===== config.mk =====
export PLATFORM = sky130hd
export DESIGN_NAME = json_byte_tokenizer_unit
export DESIGN_NICKNAME = d
export VERILOG_FILES = /design/src/design/jbt_pkg.sv /design/src/design/jbt_lexer.sv /design/src/design/jbt_result_fifo.sv /design/src/design/json_byte_tokenizer_unit.sv
export SDC_FILE = /design/constraint.sdc
export NUM_CORES = 2
export LEC_CHECK = 0
export BUFFER_PORTS_ARGS = -buffer_cell sky130_fd_sc_hd__buf_4
export CAP_MARGIN = 20
export CELL_PAD_IN_SITES_DETAIL_PLACEMENT = 0
export CELL_PAD_IN_SITES_GLOBAL_PLACEMENT = 1
export CORE_ASPECT_RATIO = 2
export CORE_MARGIN = 2
export CORE_UTILIZATION = 50
export CTS_CLUSTER_SIZE = 16
export DETAILED_ROUTE_END_ITERATION = 7
export PLACE_DENSITY_LB_ADDON = 0.1
export SLEW_MARGIN = 20
export SYNTH_ARGS = -nofsm -noshare
export SYNTH_HDL_FRONTEND = slang
export SYNTH_SLANG_ARGS = --single-unit

===== constraint.sdc =====
create_clock -name clk -period 8.8 [get_ports clk]
set_clock_uncertainty 0.1 [all_clocks]
set_input_delay 0.88 -clock clk [delete_from_list [all_inputs] [get_ports clk]]
set_output_delay 0.88 -clock clk [all_outputs]
set_load 0.005 [all_outputs]

===== src/design/jbt_pkg.sv =====
// Types, field widths and result codes of the JSON byte tokenizer.
package jbt_pkg;

  localparam int OFFSET_BITS = 32;
  localparam int LINE_BITS   = 24;
  localparam int COLUMN_BITS = 16;

  localparam logic [1:0] RES_TOKEN = 2'd0;
  localparam logic [1:0] RES_ERROR = 2'd1;
  localparam logic [1:0] RES_DONE  = 2'd2;

  localparam logic [3:0] TOK_LBRACE   = 4'd0;
  localparam logic [3:0] TOK_RBRACE   = 4'd1;
  localparam logic [3:0] TOK_LBRACKET = 4'd2;
  localparam logic [3:0] TOK_RBRACKET = 4'd3;
  localparam logic [3:0] TOK_COMMA    = 4'd4;
  localparam logic [3:0] TOK_COLON    = 4'd5;
  localparam logic [3:0] TOK_STRING   = 4'd6;
  localparam logic [3:0] TOK_INTEGER  = 4'd7;
  localparam logic [3:0] TOK_DOUBLE   = 4'd8;
  localparam logic [3:0] TOK_BOOLEAN  = 4'd9;
  localparam logic [3:0] TOK_NULL     = 4'd10;
  localparam logic [3:0] TOK_NONE     = 4'd0;

  localparam logic [2:0] ERR_NONE        = 3'd0;
  localparam logic [2:0] ERR_OPEN_STRING = 3'd1;
  localparam logic [2:0] ERR_END_NUMBER  = 3'd2;
  localparam logic [2:0] ERR_BAD_BOOLEAN = 3'd3;
  localparam logic [2:0] ERR_BAD_NULL    = 3'd4;
  localparam logic [2:0] ERR_UNEXPECTED  = 3'd5;

  typedef struct packed {
    logic [7:0] data_byte;
    logic       end_of_input;
  } byte_word_t;

  typedef struct packed {
    logic [1:0]             result_kind;
    logic [3:0]             token_kind;
    logic [2:0]             error_code;
    logic [OFFSET_BITS-1:0] start_offset;
    logic [OFFSET_BITS-1:0] end_offset;
    logic [LINE_BITS-1:0]   line_number;
    logic [COLUMN_BITS-1:0] column_number;
    logic                   last_result;
  } token_word_t;

  // Up to two result words produced by one accepted byte word.
  typedef struct packed {
    logic [1:0]  count;
    token_word_t first;
    token_word_t second;
  } lex_push_t;

endpackage


===== src/design/jbt_lexer.sv =====
// Lexer state and per-byte token logic of the JSON byte tokenizer.
module jbt_lexer (
  input  logic               clk,
  input  logic               rst,
  input  logic               accept,
  input  jbt_pkg::byte_word_t word,
  output jbt_pkg::lex_push_t push
);
  import jbt_pkg::*;

  typedef enum logic [2:0] {
    MODE_IDLE,
    MODE_STRING,
    MODE_NUMBER,
    MODE_LITERAL,
    MODE_HALT
  } lex_mode_t;

  localparam logic [7:0] CH_LBRACE   = 8'h7B;
  localparam logic [7:0] CH_RBRACE   = 8'h7D;
  localparam logic [7:0] CH_LBRACKET = 8'h5B;
  localparam logic [7:0] CH_RBRACKET = 8'h5D;
  localparam logic [7:0] CH_COMMA    = 8'h2C;
  localparam logic [7:0] CH_COLON    = 8'h3A;
  localparam logic [7:0] CH_QUOTE    = 8'h22;
  localparam logic [7:0] CH_MINUS    = 8'h2D;
  localparam logic [7:0] CH_DOT      = 8'h2E;
  localparam logic [7:0] CH_CR       = 8'h0D;
  localparam logic [7:0] CH_LF       = 8'h0A;
  localparam logic [7:0] CH_SPACE    = 8'h20;
  localparam logic [7:0] CH_TAB      = 8'h09;
  localparam logic [7:0] CH_ZERO     = 8'h30;
  localparam logic [7:0] CH_NINE     = 8'h39;
  localparam logic [7:0] CH_T        = 8'h74;
  localparam logic [7:0] CH_F        = 8'h66;
  localparam logic [7:0] CH_N        = 8'h6E;

  localparam logic [1:0] LIT_TRUE  = 2'd0;
  localparam logic [1:0] LIT_FALSE = 2'd1;
  localparam logic [1:0] LIT_NULL  = 2'd2;

  localparam logic [LINE_BITS-1:0]   LINE_MAX   = '1;
  localparam logic [COLUMN_BITS-1:0] COLUMN_MAX = '1;

  // Expected tail letter of a literal after its first letter.
  function automatic logic [7:0] lit_char(input logic [1:0] k, input logic [1:0] i);
    logic [7:0] c;
    c = 8'h00;
    unique case (k)
      LIT_TRUE: begin
        unique case (i)
          2'd0:    c = 8'h72;
          2'd1:    c = 8'h75;
          2'd2:    c = 8'h65;
          default: c = 8'h00;
        endcase
      end
      LIT_FALSE: begin
        unique case (i)
          2'd0:    c = 8'h61;
          2'd1:    c = 8'h6C;
          2'd2:    c = 8'h73;
          default: c = 8'h65;
        endcase
      end
      default: begin
        unique case (i)
          2'd0:    c = 8'h75;
          2'd1:    c = 8'h6C;
          2'd2:    c = 8'h6C;
          default: c = 8'h00;
        endcase
      end
    endcase
    return c;
  endfunction

  function automatic logic [LINE_BITS-1:0] line_report(input logic [LINE_BITS-1:0] lc);
    return (lc == LINE_MAX) ? LINE_MAX : lc + 1'b1;
  endfunction

  function automatic token_word_t make_word(
    input logic [1:0]             kind,
    input logic [3:0]             tok,
    input logic [2:0]             err,
    input logic [OFFSET_BITS-1:0] s,
    input logic [OFFSET_BITS-1:0] e,
    input logic [LINE_BITS-1:0]   ln,
    input logic [COLUMN_BITS-1:0] col
  );
    token_word_t w;
    w.result_kind   = kind;
    w.token_kind    = tok;
    w.error_code    = err;
    w.start_offset  = s;
    w.end_offset    = e;
    w.line_number   = ln;
    w.column_number = col;
    w.last_result   = 1'b0;
    return w;
  endfunction

  lex_mode_t              mode, mode_next;
  logic [1:0]             literal_kind, literal_kind_next;
  logic [2:0]             literal_index, literal_index_next;
  logic                   seen_dot, seen_dot_next;
  logic                   pending_cr, pending_cr_next;
  logic [OFFSET_BITS-1:0] byte_offset, byte_offset_next;
  logic [LINE_BITS-1:0]   line_counter, line_counter_next;
  logic [COLUMN_BITS-1:0] column_counter, column_counter_next;
  logic [OFFSET_BITS-1:0] token_start, token_start_next;
  logic [LINE_BITS-1:0]   token_line, token_line_next;
  logic [COLUMN_BITS-1:0] token_column, token_column_next;

  always_comb begin
    logic [7:0]             b;
    logic [OFFSET_BITS-1:0] cur;
    logic [LINE_BITS-1:0]   ln_new;
    logic [1:0]             k;
    logic [1:0]             li;
    logic [2:0]             idx_inc;
    logic [2:0]             lit_len;
    logic                   is_digit;
    logic                   is_ws;
    logic                   fresh;
    logic                   num_end;
    logic                   fresh_emit;
    logic                   has_err;
    logic [3:0]             punct;
    logic                   is_punct;
    logic [2:0]             lit_err;
    token_word_t            num_word;
    token_word_t            fresh_word;
    token_word_t            err_word;
    token_word_t            done_word;

    b          = word.data_byte;
    cur        = byte_offset;
    k          = (literal_kind == 2'd3) ? LIT_NULL : literal_kind;
    li         = literal_index[1:0];
    idx_inc    = {1'b0, li} + 3'd1;
    lit_len    = (k == LIT_FALSE) ? 3'd4 : 3'd3;
    lit_err    = (k == LIT_NULL) ? ERR_BAD_NULL : ERR_BAD_BOOLEAN;
    is_digit   = (b >= CH_ZERO) && (b <= CH_NINE);
    is_ws      = (b == CH_SPACE) || ((b >= CH_TAB) && (b <= CH_CR));
    fresh      = 1'b0;
    num_end    = 1'b0;
    fresh_emit = 1'b0;
    has_err    = 1'b0;
    ln_new     = '0;
    num_word   = '0;
    fresh_word = '0;
    err_word   = '0;
    done_word  = '0;

    unique case (b)
      CH_LBRACE:   begin punct = TOK_LBRACE;   is_punct = 1'b1; end
      CH_RBRACE:   begin punct = TOK_RBRACE;   is_punct = 1'b1; end
      CH_LBRACKET: begin punct = TOK_LBRACKET; is_punct = 1'b1; end
      CH_RBRACKET: begin punct = TOK_RBRACKET; is_punct = 1'b1; end
      CH_COMMA:    begin punct = TOK_COMMA;    is_punct = 1'b1; end
      CH_COLON:    begin punct = TOK_COLON;    is_punct = 1'b1; end
      default:     begin punct = TOK_NONE;     is_punct = 1'b0; end
    endcase

    push                = '0;
    mode_next           = mode;
    literal_kind_next   = literal_kind;
    literal_index_next  = literal_index;
    seen_dot_next       = seen_dot;
    pending_cr_next     = pending_cr;
    byte_offset_next    = byte_offset;
    line_counter_next   = line_counter;
    column_counter_next = column_counter;
    token_start_next    = token_start;
    token_line_next     = token_line;
    token_column_next   = token_column;

    if (accept && word.end_of_input) begin
      // Flush any token in progress as an error, then report done and clear.
      unique case (mode)
        MODE_STRING: begin
          has_err  = 1'b1;
          err_word = make_word(RES_ERROR, TOK_NONE, ERR_OPEN_STRING, token_start,
                               byte_offset - 1'b1, token_line, token_column);
        end
        MODE_NUMBER: begin
          has_err  = 1'b1;
          err_word = make_word(RES_ERROR, TOK_NONE, ERR_END_NUMBER, token_start,
                               byte_offset - 1'b1, token_line, token_column);
        end
        MODE_LITERAL: begin
          has_err  = 1'b1;
          err_word = make_word(RES_ERROR, TOK_NONE, lit_err, token_start,
                               byte_offset - 1'b1, token_line, token_column);
        end
        default: has_err = 1'b0;
      endcase
      done_word = make_word(RES_DONE, TOK_NONE, ERR_NONE, byte_offset, byte_offset,
                            line_report(line_counter), column_counter);
      if (has_err) begin
        push.first  = err_word;
        push.second = done_word;
        push.count  = 2'd2;
      end else begin
        push.first = done_word;
        push.count = 2'd1;
      end
      mode_next           = MODE_IDLE;
      literal_kind_next   = '0;
      literal_index_next  = '0;
      seen_dot_next       = 1'b0;
      pending_cr_next     = 1'b0;
      byte_offset_next    = '0;
      line_counter_next   = '0;
      column_counter_next = '0;
      token_start_next    = '0;
      token_line_next     = '0;
      token_column_next   = '0;
    end else if (accept && (mode != MODE_HALT)) begin
      // Line and column tracking runs in every mode but halt.
      if (b == CH_CR) begin
        if (line_counter != LINE_MAX) line_counter_next = line_counter + 1'b1;
        column_counter_next = '0;
        pending_cr_next     = 1'b1;
      end else if (b == CH_LF) begin
        if (!pending_cr && (line_counter != LINE_MAX)) begin
          line_counter_next = line_counter + 1'b1;
        end
        column_counter_next = '0;
        pending_cr_next     = 1'b0;
      end else begin
        pending_cr_next = 1'b0;
        if (column_counter != COLUMN_MAX) column_counter_next = column_counter + 1'b1;
      end
      byte_offset_next = cur + 1'b1;
      ln_new           = line_report(line_counter_next);

      if (mode == MODE_STRING) begin
        if (b == CH_QUOTE) begin
          push.first = make_word(RES_TOKEN, TOK_STRING, ERR_NONE, token_start, cur,
                                 token_line, token_column);
          push.count = 2'd1;
          mode_next  = MODE_IDLE;
        end
      end else if (mode == MODE_LITERAL) begin
        if (b == lit_char(k, li)) begin
          literal_index_next = idx_inc;
          if (idx_inc == lit_len) begin
            push.first = make_word(RES_TOKEN, (k == LIT_NULL) ? TOK_NULL : TOK_BOOLEAN,
                                   ERR_NONE, token_start, cur, token_line, token_column);
            push.count         = 2'd1;
            mode_next          = MODE_IDLE;
            literal_index_next = '0;
          end
        end else begin
          push.first = make_word(RES_ERROR, TOK_NONE, lit_err, token_start, cur,
                                 token_line, token_column);
          push.count = 2'd1;
          mode_next  = MODE_HALT;
        end
      end else begin
        fresh = 1'b1;
        if (mode == MODE_NUMBER) begin
          if (is_digit || (b == CH_DOT)) begin
            if (b == CH_DOT) seen_dot_next = 1'b1;
            fresh = 1'b0;
          end else begin
            // The terminating byte is lexed again below as a fresh byte.
            num_end  = 1'b1;
            num_word = make_word(RES_TOKEN, seen_dot ? TOK_DOUBLE : TOK_INTEGER,
                                 ERR_NONE, token_start, cur - 1'b1, token_line,
                                 token_column);
          end
        end
        if (fresh) begin
          mode_next = MODE_IDLE;
          if (is_ws) begin
            fresh_emit = 1'b0;
          end else if (is_punct) begin
            fresh_emit = 1'b1;
            fresh_word = make_word(RES_TOKEN, punct, ERR_NONE, cur, cur, ln_new,
                                   column_counter_next);
          end else begin
            token_start_next  = cur;
            token_line_next   = ln_new;
            token_column_next = column_counter_next;
            if (b == CH_QUOTE) begin
              mode_next = MODE_STRING;
            end else if ((b == CH_MINUS) || is_digit) begin
              mode_next     = MODE_NUMBER;
              seen_dot_next = 1'b0;
            end else if ((b == CH_T) || (b == CH_F) || (b == CH_N)) begin
              mode_next          = MODE_LITERAL;
              literal_kind_next  = (b == CH_T) ? LIT_TRUE :
                                   ((b == CH_F) ? LIT_FALSE : LIT_NULL);
              literal_index_next = '0;
            end else begin
              fresh_emit = 1'b1;
              fresh_word = make_word(RES_ERROR, TOK_NONE, ERR_UNEXPECTED, cur, cur,
                                     ln_new, column_counter_next);
              mode_next  = MODE_HALT;
            end
          end
        end
        if (num_end) begin
          push.first  = num_word;
          push.second = fresh_word;
          push.count  = fresh_emit ? 2'd2 : 2'd1;
        end else if (fresh_emit) begin
          push.first = fresh_word;
          push.count = 2'd1;
        end
      end
    end

    // Mark the final word of this byte.
    if (push.count == 2'd1) push.first.last_result = 1'b1;
    if (push.count == 2'd2) push.second.last_result = 1'b1;
  end

  always_ff @(posedge clk) begin
    if (rst) begin
      mode           <= MODE_IDLE;
      literal_kind   <= '0;
      literal_index  <= '0;
      seen_dot       <= 1'b0;
      pending_cr     <= 1'b0;
      byte_offset    <= '0;
      line_counter   <= '0;
      column_counter <= '0;
      token_start    <= '0;
      token_line     <= '0;
      token_column   <= '0;
    end else begin
      mode           <= mode_next;
      literal_kind   <= literal_kind_next;
      literal_index  <= literal_index_next;
      seen_dot       <= seen_dot_next;
      pending_cr     <= pending_cr_next;
      byte_offset    <= byte_offset_next;
      line_counter   <= line_counter_next;
      column_counter <= column_counter_next;
      token_start    <= token_start_next;
      token_line     <= token_line_next;
      token_column   <= token_column_next;
    end
  end

endmodule


===== src/design/jbt_result_fifo.sv =====
// Four-word result queue taking up to two words per cycle.
module jbt_result_fifo (
  input  logic                 clk,
  input  logic                 rst,
  input  jbt_pkg::lex_push_t   push,
  output logic                 room,
  output logic                 out_valid,
  input  logic                 out_ready,
  output jbt_pkg::token_word_t out_word
);
  import jbt_pkg::*;

  token_word_t slots [4];
  logic [1:0]  head;
  logic [1:0]  tail;
  logic [2:0]  count;
  logic        pop;

  assign pop       = out_valid && out_ready;
  assign out_valid = (count != 3'd0);
  assign out_word  = slots[head];
  // Keep space for the worst case of two words from one byte.
  assign room      = (count <= 3'd2);

  always_ff @(posedge clk) begin
    if (rst) begin
      head  <= '0;
      tail  <= '0;
      count <= '0;
    end else begin
      head  <= head + {1'b0, pop};
      tail  <= tail + push.count;
      count <= count + {1'b0, push.count} - {2'b00, pop};
    end
  end

  always_ff @(posedge clk) begin
    if (push.count != 2'd0) slots[tail] <= push.first;
    if (push.count == 2'd2) slots[tail + 2'd1] <= push.second;
  end

endmodule


===== src/design/json_byte_tokenizer_unit.sv =====
// Top level of the JSON byte tokenizer: lexer core and result queue.
//
//   channel  handshake                 word           direction
//   byte     byte_valid / byte_ready   byte_word      in  (text byte or end mark)
//   token    token_valid / token_ready token_word     out (token, error or done)
//
// One byte word is taken per cycle while byte_ready is high; all lexing for it
// is done in the cycle it is accepted, and its result words, up to two, land in
// the queue at that edge. A result word shows once those ahead of it are taken.
// byte_ready drops while fewer than two queue slots are free, so a byte that
// ends a number and opens a token, or an end mark after an open token, slows
// intake to the one-word-per-cycle drain of the token side.
// rst is synchronous: it empties the queue and returns the lexer to idle.
module json_byte_tokenizer_unit (
  input  logic                 clk,
  input  logic                 rst,
  input  logic                 byte_valid,
  output logic                 byte_ready,
  input  jbt_pkg::byte_word_t  byte_word,
  output logic                 token_valid,
  input  logic                 token_ready,
  output jbt_pkg::token_word_t token_word
);
  import jbt_pkg::*;

  lex_push_t push;
  logic      accept;
  logic      room;

  // Take a byte only when the queue can hold both words it may cause.
  assign byte_ready = room;
  assign accept     = byte_valid && byte_ready;

  // Advance the lexer state and build this byte's result words.
  jbt_lexer u_lexer (
    .clk    (clk),
    .rst    (rst),
    .accept (accept),
    .word   (byte_word),
    .push   (push)
  );

  // Hold result words until the token side takes them.
  jbt_result_fifo u_queue (
    .clk       (clk),
    .rst       (rst),
    .push      (push),
    .room      (room),
    .out_valid (token_valid),
    .out_ready (token_ready),
    .out_word  (token_word)
  );

endmodule


==> results.py <==
metrics = {
    "run_status": {
        "status": "completed",
    },
    "floorplan": {
        "start_util": 0.505,
        "rows": 134,
        "die_w_um": 187,
        "die_area_mm2": 0.0695,
        "fp.dieH_um": 371,
        "io_pins": 129,
        "coreArea_mm2": 0.0666,
    },
    "min_path": {
        "hold_depth": 2,
        "hp-class": "reg2reg",
    },
    "clock_network": {
        "clock_latency_ns": 0.64,
        "path_clk_slew_ns": 0.07,
        "cts.hold.buffers_added": 0,
        "cts-root-buf": "clkbuf_16",
        "cts_buffer_depth": 3,
        "cts_buffers": 55,
        "cts_sinks": 616,
        "cts_resized": 0,
        "post_cts_buffers": 0,
        "htreeDepth": 2,
        "cts_tree": "built",
    },
    "placed_design": {
        "dpl.hpwl_mm": 84.7,
        "gp_congestion": 0.968,
        "numPortBuffers": 128,
    },
    "timing": {
        "max-slew-margin-rel": 0.202,
        "fmax_mhz": 160,
        "timing_worst_slew_pin_value_ns": 1.18,
        "rsz0062_at_grt": "no",
        "drv_slew": 0,
        "fin_tns_setup_ns": 0,
        "period_share": 0.711,
        "fin_crit_ns": 6.26,
        "setup_viol": 0,
        "finalHoldViolCount": 0,
    },
    "global_route": {
        "grt_antenna_before_repair": 2,
        "overflow": 0,
        "grt_util_met2": 0.657,
        "grt_max_degree": 91,
        "grt_pass1_vias": 29200,
        "grt_pass1_wl_mm": 190,
        "busiest_layer": "met2",
        "global_route.usage.met3": 0.0535,
        "grt_use_met1": 0.375,
        "gr-usage-all-layers": 0.370,
    },
    "critical_path": {
        "worstPathRequired_ns": 9.05,
        "crit_chain": "ha_1 -> and3_1 -> nand2_1 -> nor3_2 -> buf_4 -> inv_2 -> ha_1 -> nand3_1 -> o221a_2 -> inv_1 -> ha_1 -> inv_1 -> a311oi_2 -> nand4_1 -> nor4_4 -> a41oi_1 -> a22oi_1 -> o22ai_1",
        "cpMaxStageDelayCell": "a22oi_1",
        "rr_worst_depth": 18,
        "critPathBufInv": 4,
        "cp-start-kind": "register",
        "path_max_fanout": 17,
        "arrival_ns": 6.51,
        "end_kind": "register",
        "crit_family": "compound AO/OA/AOI/OAI gates",
        "slowest_delay_ns": 0.77,
        "path_class": "reg2reg",
        "worst-path-stages": 18,
        "crit_top_cell": "ha_1",
    },
    "job": {
        "drv_cap": 0,
    },
    "routing": {
        "post-route-drc-count": 0,
        "drt_wl_total_mm": 130,
        "drtAntennaViolNets": 0,
        "wl_per_cell_um": 30.7,
        "drtIter0Drc": 3417,
        "dr.pass1.iters": 6,
        "vias_per_cell": 6.90,
        "vias": 29300,
    },
    "yosys": {
        "yosys_warnings": 0,
        "ys.flop_type": "edfxtp_1",
        "synth_top_area_cell": "edfxtp_1",
        "netlist_area_mm2": 0.0336,
        "synthTopCellsByArea": "edfxtp_1, dfxtp_1, mux4_2",
        "synthArstFlopShare": 0,
        "synth_top_area_share": 0.400,
        "yosys_register_bits": 616,
        "synth_edf_count": 448,
        "seq_area_frac_synth": 0.500,
        "synthCells": 3371,
        "synth_cell_types": 93,
        "syn-num-nets": 3404,
        "syn_area_per_cell_um2": 9.97,
    },
    "finish": {
        "final_common_cell": "nand2_1",
        "layout-drive-gt1-share": 0.146,
        "layout.nets": 3351,
        "fillers": 5803,
        "final_cell_mix": "nand2_1, edfxtp_1, o22ai_1",
        "syn_to_final_growth_pct": 10.8,
    },
    "power": {
        "total_power_mw": 8.45,
        "cellLeakagePower_nw": 11.3,
        "p_per_area_mw_per_mm2": 227,
        "ir_drop_mv": 0.251,
    },
}
[cell type report]
type                            instances  area (µm²)  share of cell area
Timing Repair Buffer                  206        1630              0.0437
Inverter                               35         139             0.00373
Sequential cell                       616       16800               0.452
Clock buffer                           75        1550              0.0415
Clock inverter                         29         358             0.00961
Antenna cell                            2        5.00            0.000134
Tap cell                              884        1110              0.0297
Multi-Input combinational cell       2404       15600               0.420
[routing by layer]
| layer | share of wire | wire length (µm) | vias up |
|---|---|---|---|
| met2 | 0.51 | 66200 | 1666 |
| met4 | 0.11 | 14000 | 0 |
| met5 | 0 | 0 | - |
| li1 | - | - | 12700 |
| met1 | 0.32 | 41200 | 14400 |
| met3 | 0.069 | 9000 | 483 |
[sequential cells by signal, summed over array words and instances, names as in the netlist]
register                count
u_queue.slots             456
u_lexer.byte_offset        32
u_lexer.token_start        32
u_lexer.line_counter       24
u_lexer.token_line         24
u_lexer.column_counter     16
u_lexer.token_column       16
u_lexer.mode                3
u_queue.count               3
u_lexer.literal_index       2
u_lexer.literal_kind        2
u_queue.head                2
u_queue.tail                2
u_lexer.pending_cr          1
u_lexer.seen_dot            1
[cells in the mapped netlist, types with 7 or more instances]
library cell / count
and2_1: 13
ha_1: 19
nor2b_1: 16
nand4_1: 29
a21oi_1: 280
clkbuf_1: 256
dfxtp_1: 168
edfxtp_1: 448
inv_1: 33
nand3b_1: 9
nor3b_1: 8
a22oi_1: 40
nand2_1: 534
buf_2: 12
nand3_1: 63
or2_2: 9
buf_1: 41
mux2i_1: 10
and4_1: 12
nor2_1: 237
nor3_1: 59
a41oi_1: 8
or3_1: 22
and3_1: 22
o31ai_1: 14
xor2_1: 44
a31oi_1: 33
o21ai_0: 147
a22o_1: 43
xnor2_1: 49
a211oi_1: 15
mux4_2: 114
o221ai_1: 16
nor4_1: 16
nand2b_1: 16
a221o_1: 7
o22ai_1: 382
a21o_1: 8
[report_power, final]
part | switching, mW | leakage (nW) | internal, mW
logic | 1.41 | 4.91 | 0.927
clock network | 1.16 | 0.919 | 1.45
registers | 0.144 | 5.50 | 3.35
total | 2.72 | 11.3 | 5.73
[worst reg2reg max path: stages, from the launching register on]
cell and delay (ns):
dfxtp_1 0.48, ha_1 0.48, and3_1 0.43, nand2_1 0.26, nor3_2 0.22, buf_4 0.24, inv_2 0.17, ha_1 0.33
nand3_1 0.07, o221a_2 0.20, inv_1 0.08, ha_1 0.17, inv_1 0.06, a311oi_2 0.42, nand4_1 0.36, nor4_4 0.52
a41oi_1 0.43, a22oi_1 0.77, o22ai_1 0.19
[per-stage QoR]
step           utilization  cell area, µm²  setup WS (ns)  hold WS, ns  std cells
5_1_grt              0.560           37200           2.13        0.383       4249
3_5_place_dp         0.530           35300           2.25        0.349       4144
6_report             0.560           37200           2.54        0.355       4251
4_1_cts              0.559           37200           2.73        0.358       4248
2_1_floorplan            -           33600           1.58        0.333       3371
3_3_place_gp         0.530           35300           2.33        0.340       4143
[path summary, 6_finish.rpt]
path,end,from,slack [ns]
setup / recovery,u_queue.slots[3][39]$_DFFE_PP_,u_lexer.line_counter[1]$_SDFFE_PP0P_,2.54
hold / removal,u_lexer.token_column[4]$_SDFFE_PP0P_,u_lexer.token_column[4]$_SDFFE_PP0P_,0.35
setup reg to reg,u_queue.slots[3][39]$_DFFE_PP_,u_lexer.line_counter[1]$_SDFFE_PP0P_,2.54
hold reg to reg,u_lexer.token_column[4]$_SDFFE_PP0P_,u_lexer.token_column[4]$_SDFFE_PP0P_,0.35
[logic make-up (layout without fill, tap and decap cells)]
family          Yosys count  after routing  share of synthesized area
simple gates           1097           1097                      0.148
compound gates         1065           1065                      0.198
flops                   616            616                      0.500
buf+inv                 351            345                     0.0407
mux                     129            129                     0.0810
xor+xnor                 93             93                     0.0242
fa+ha+maj                20             20                    0.00767
other cells               0              2                          0
No activity file was read; power rests on OpenSTA's default activity.
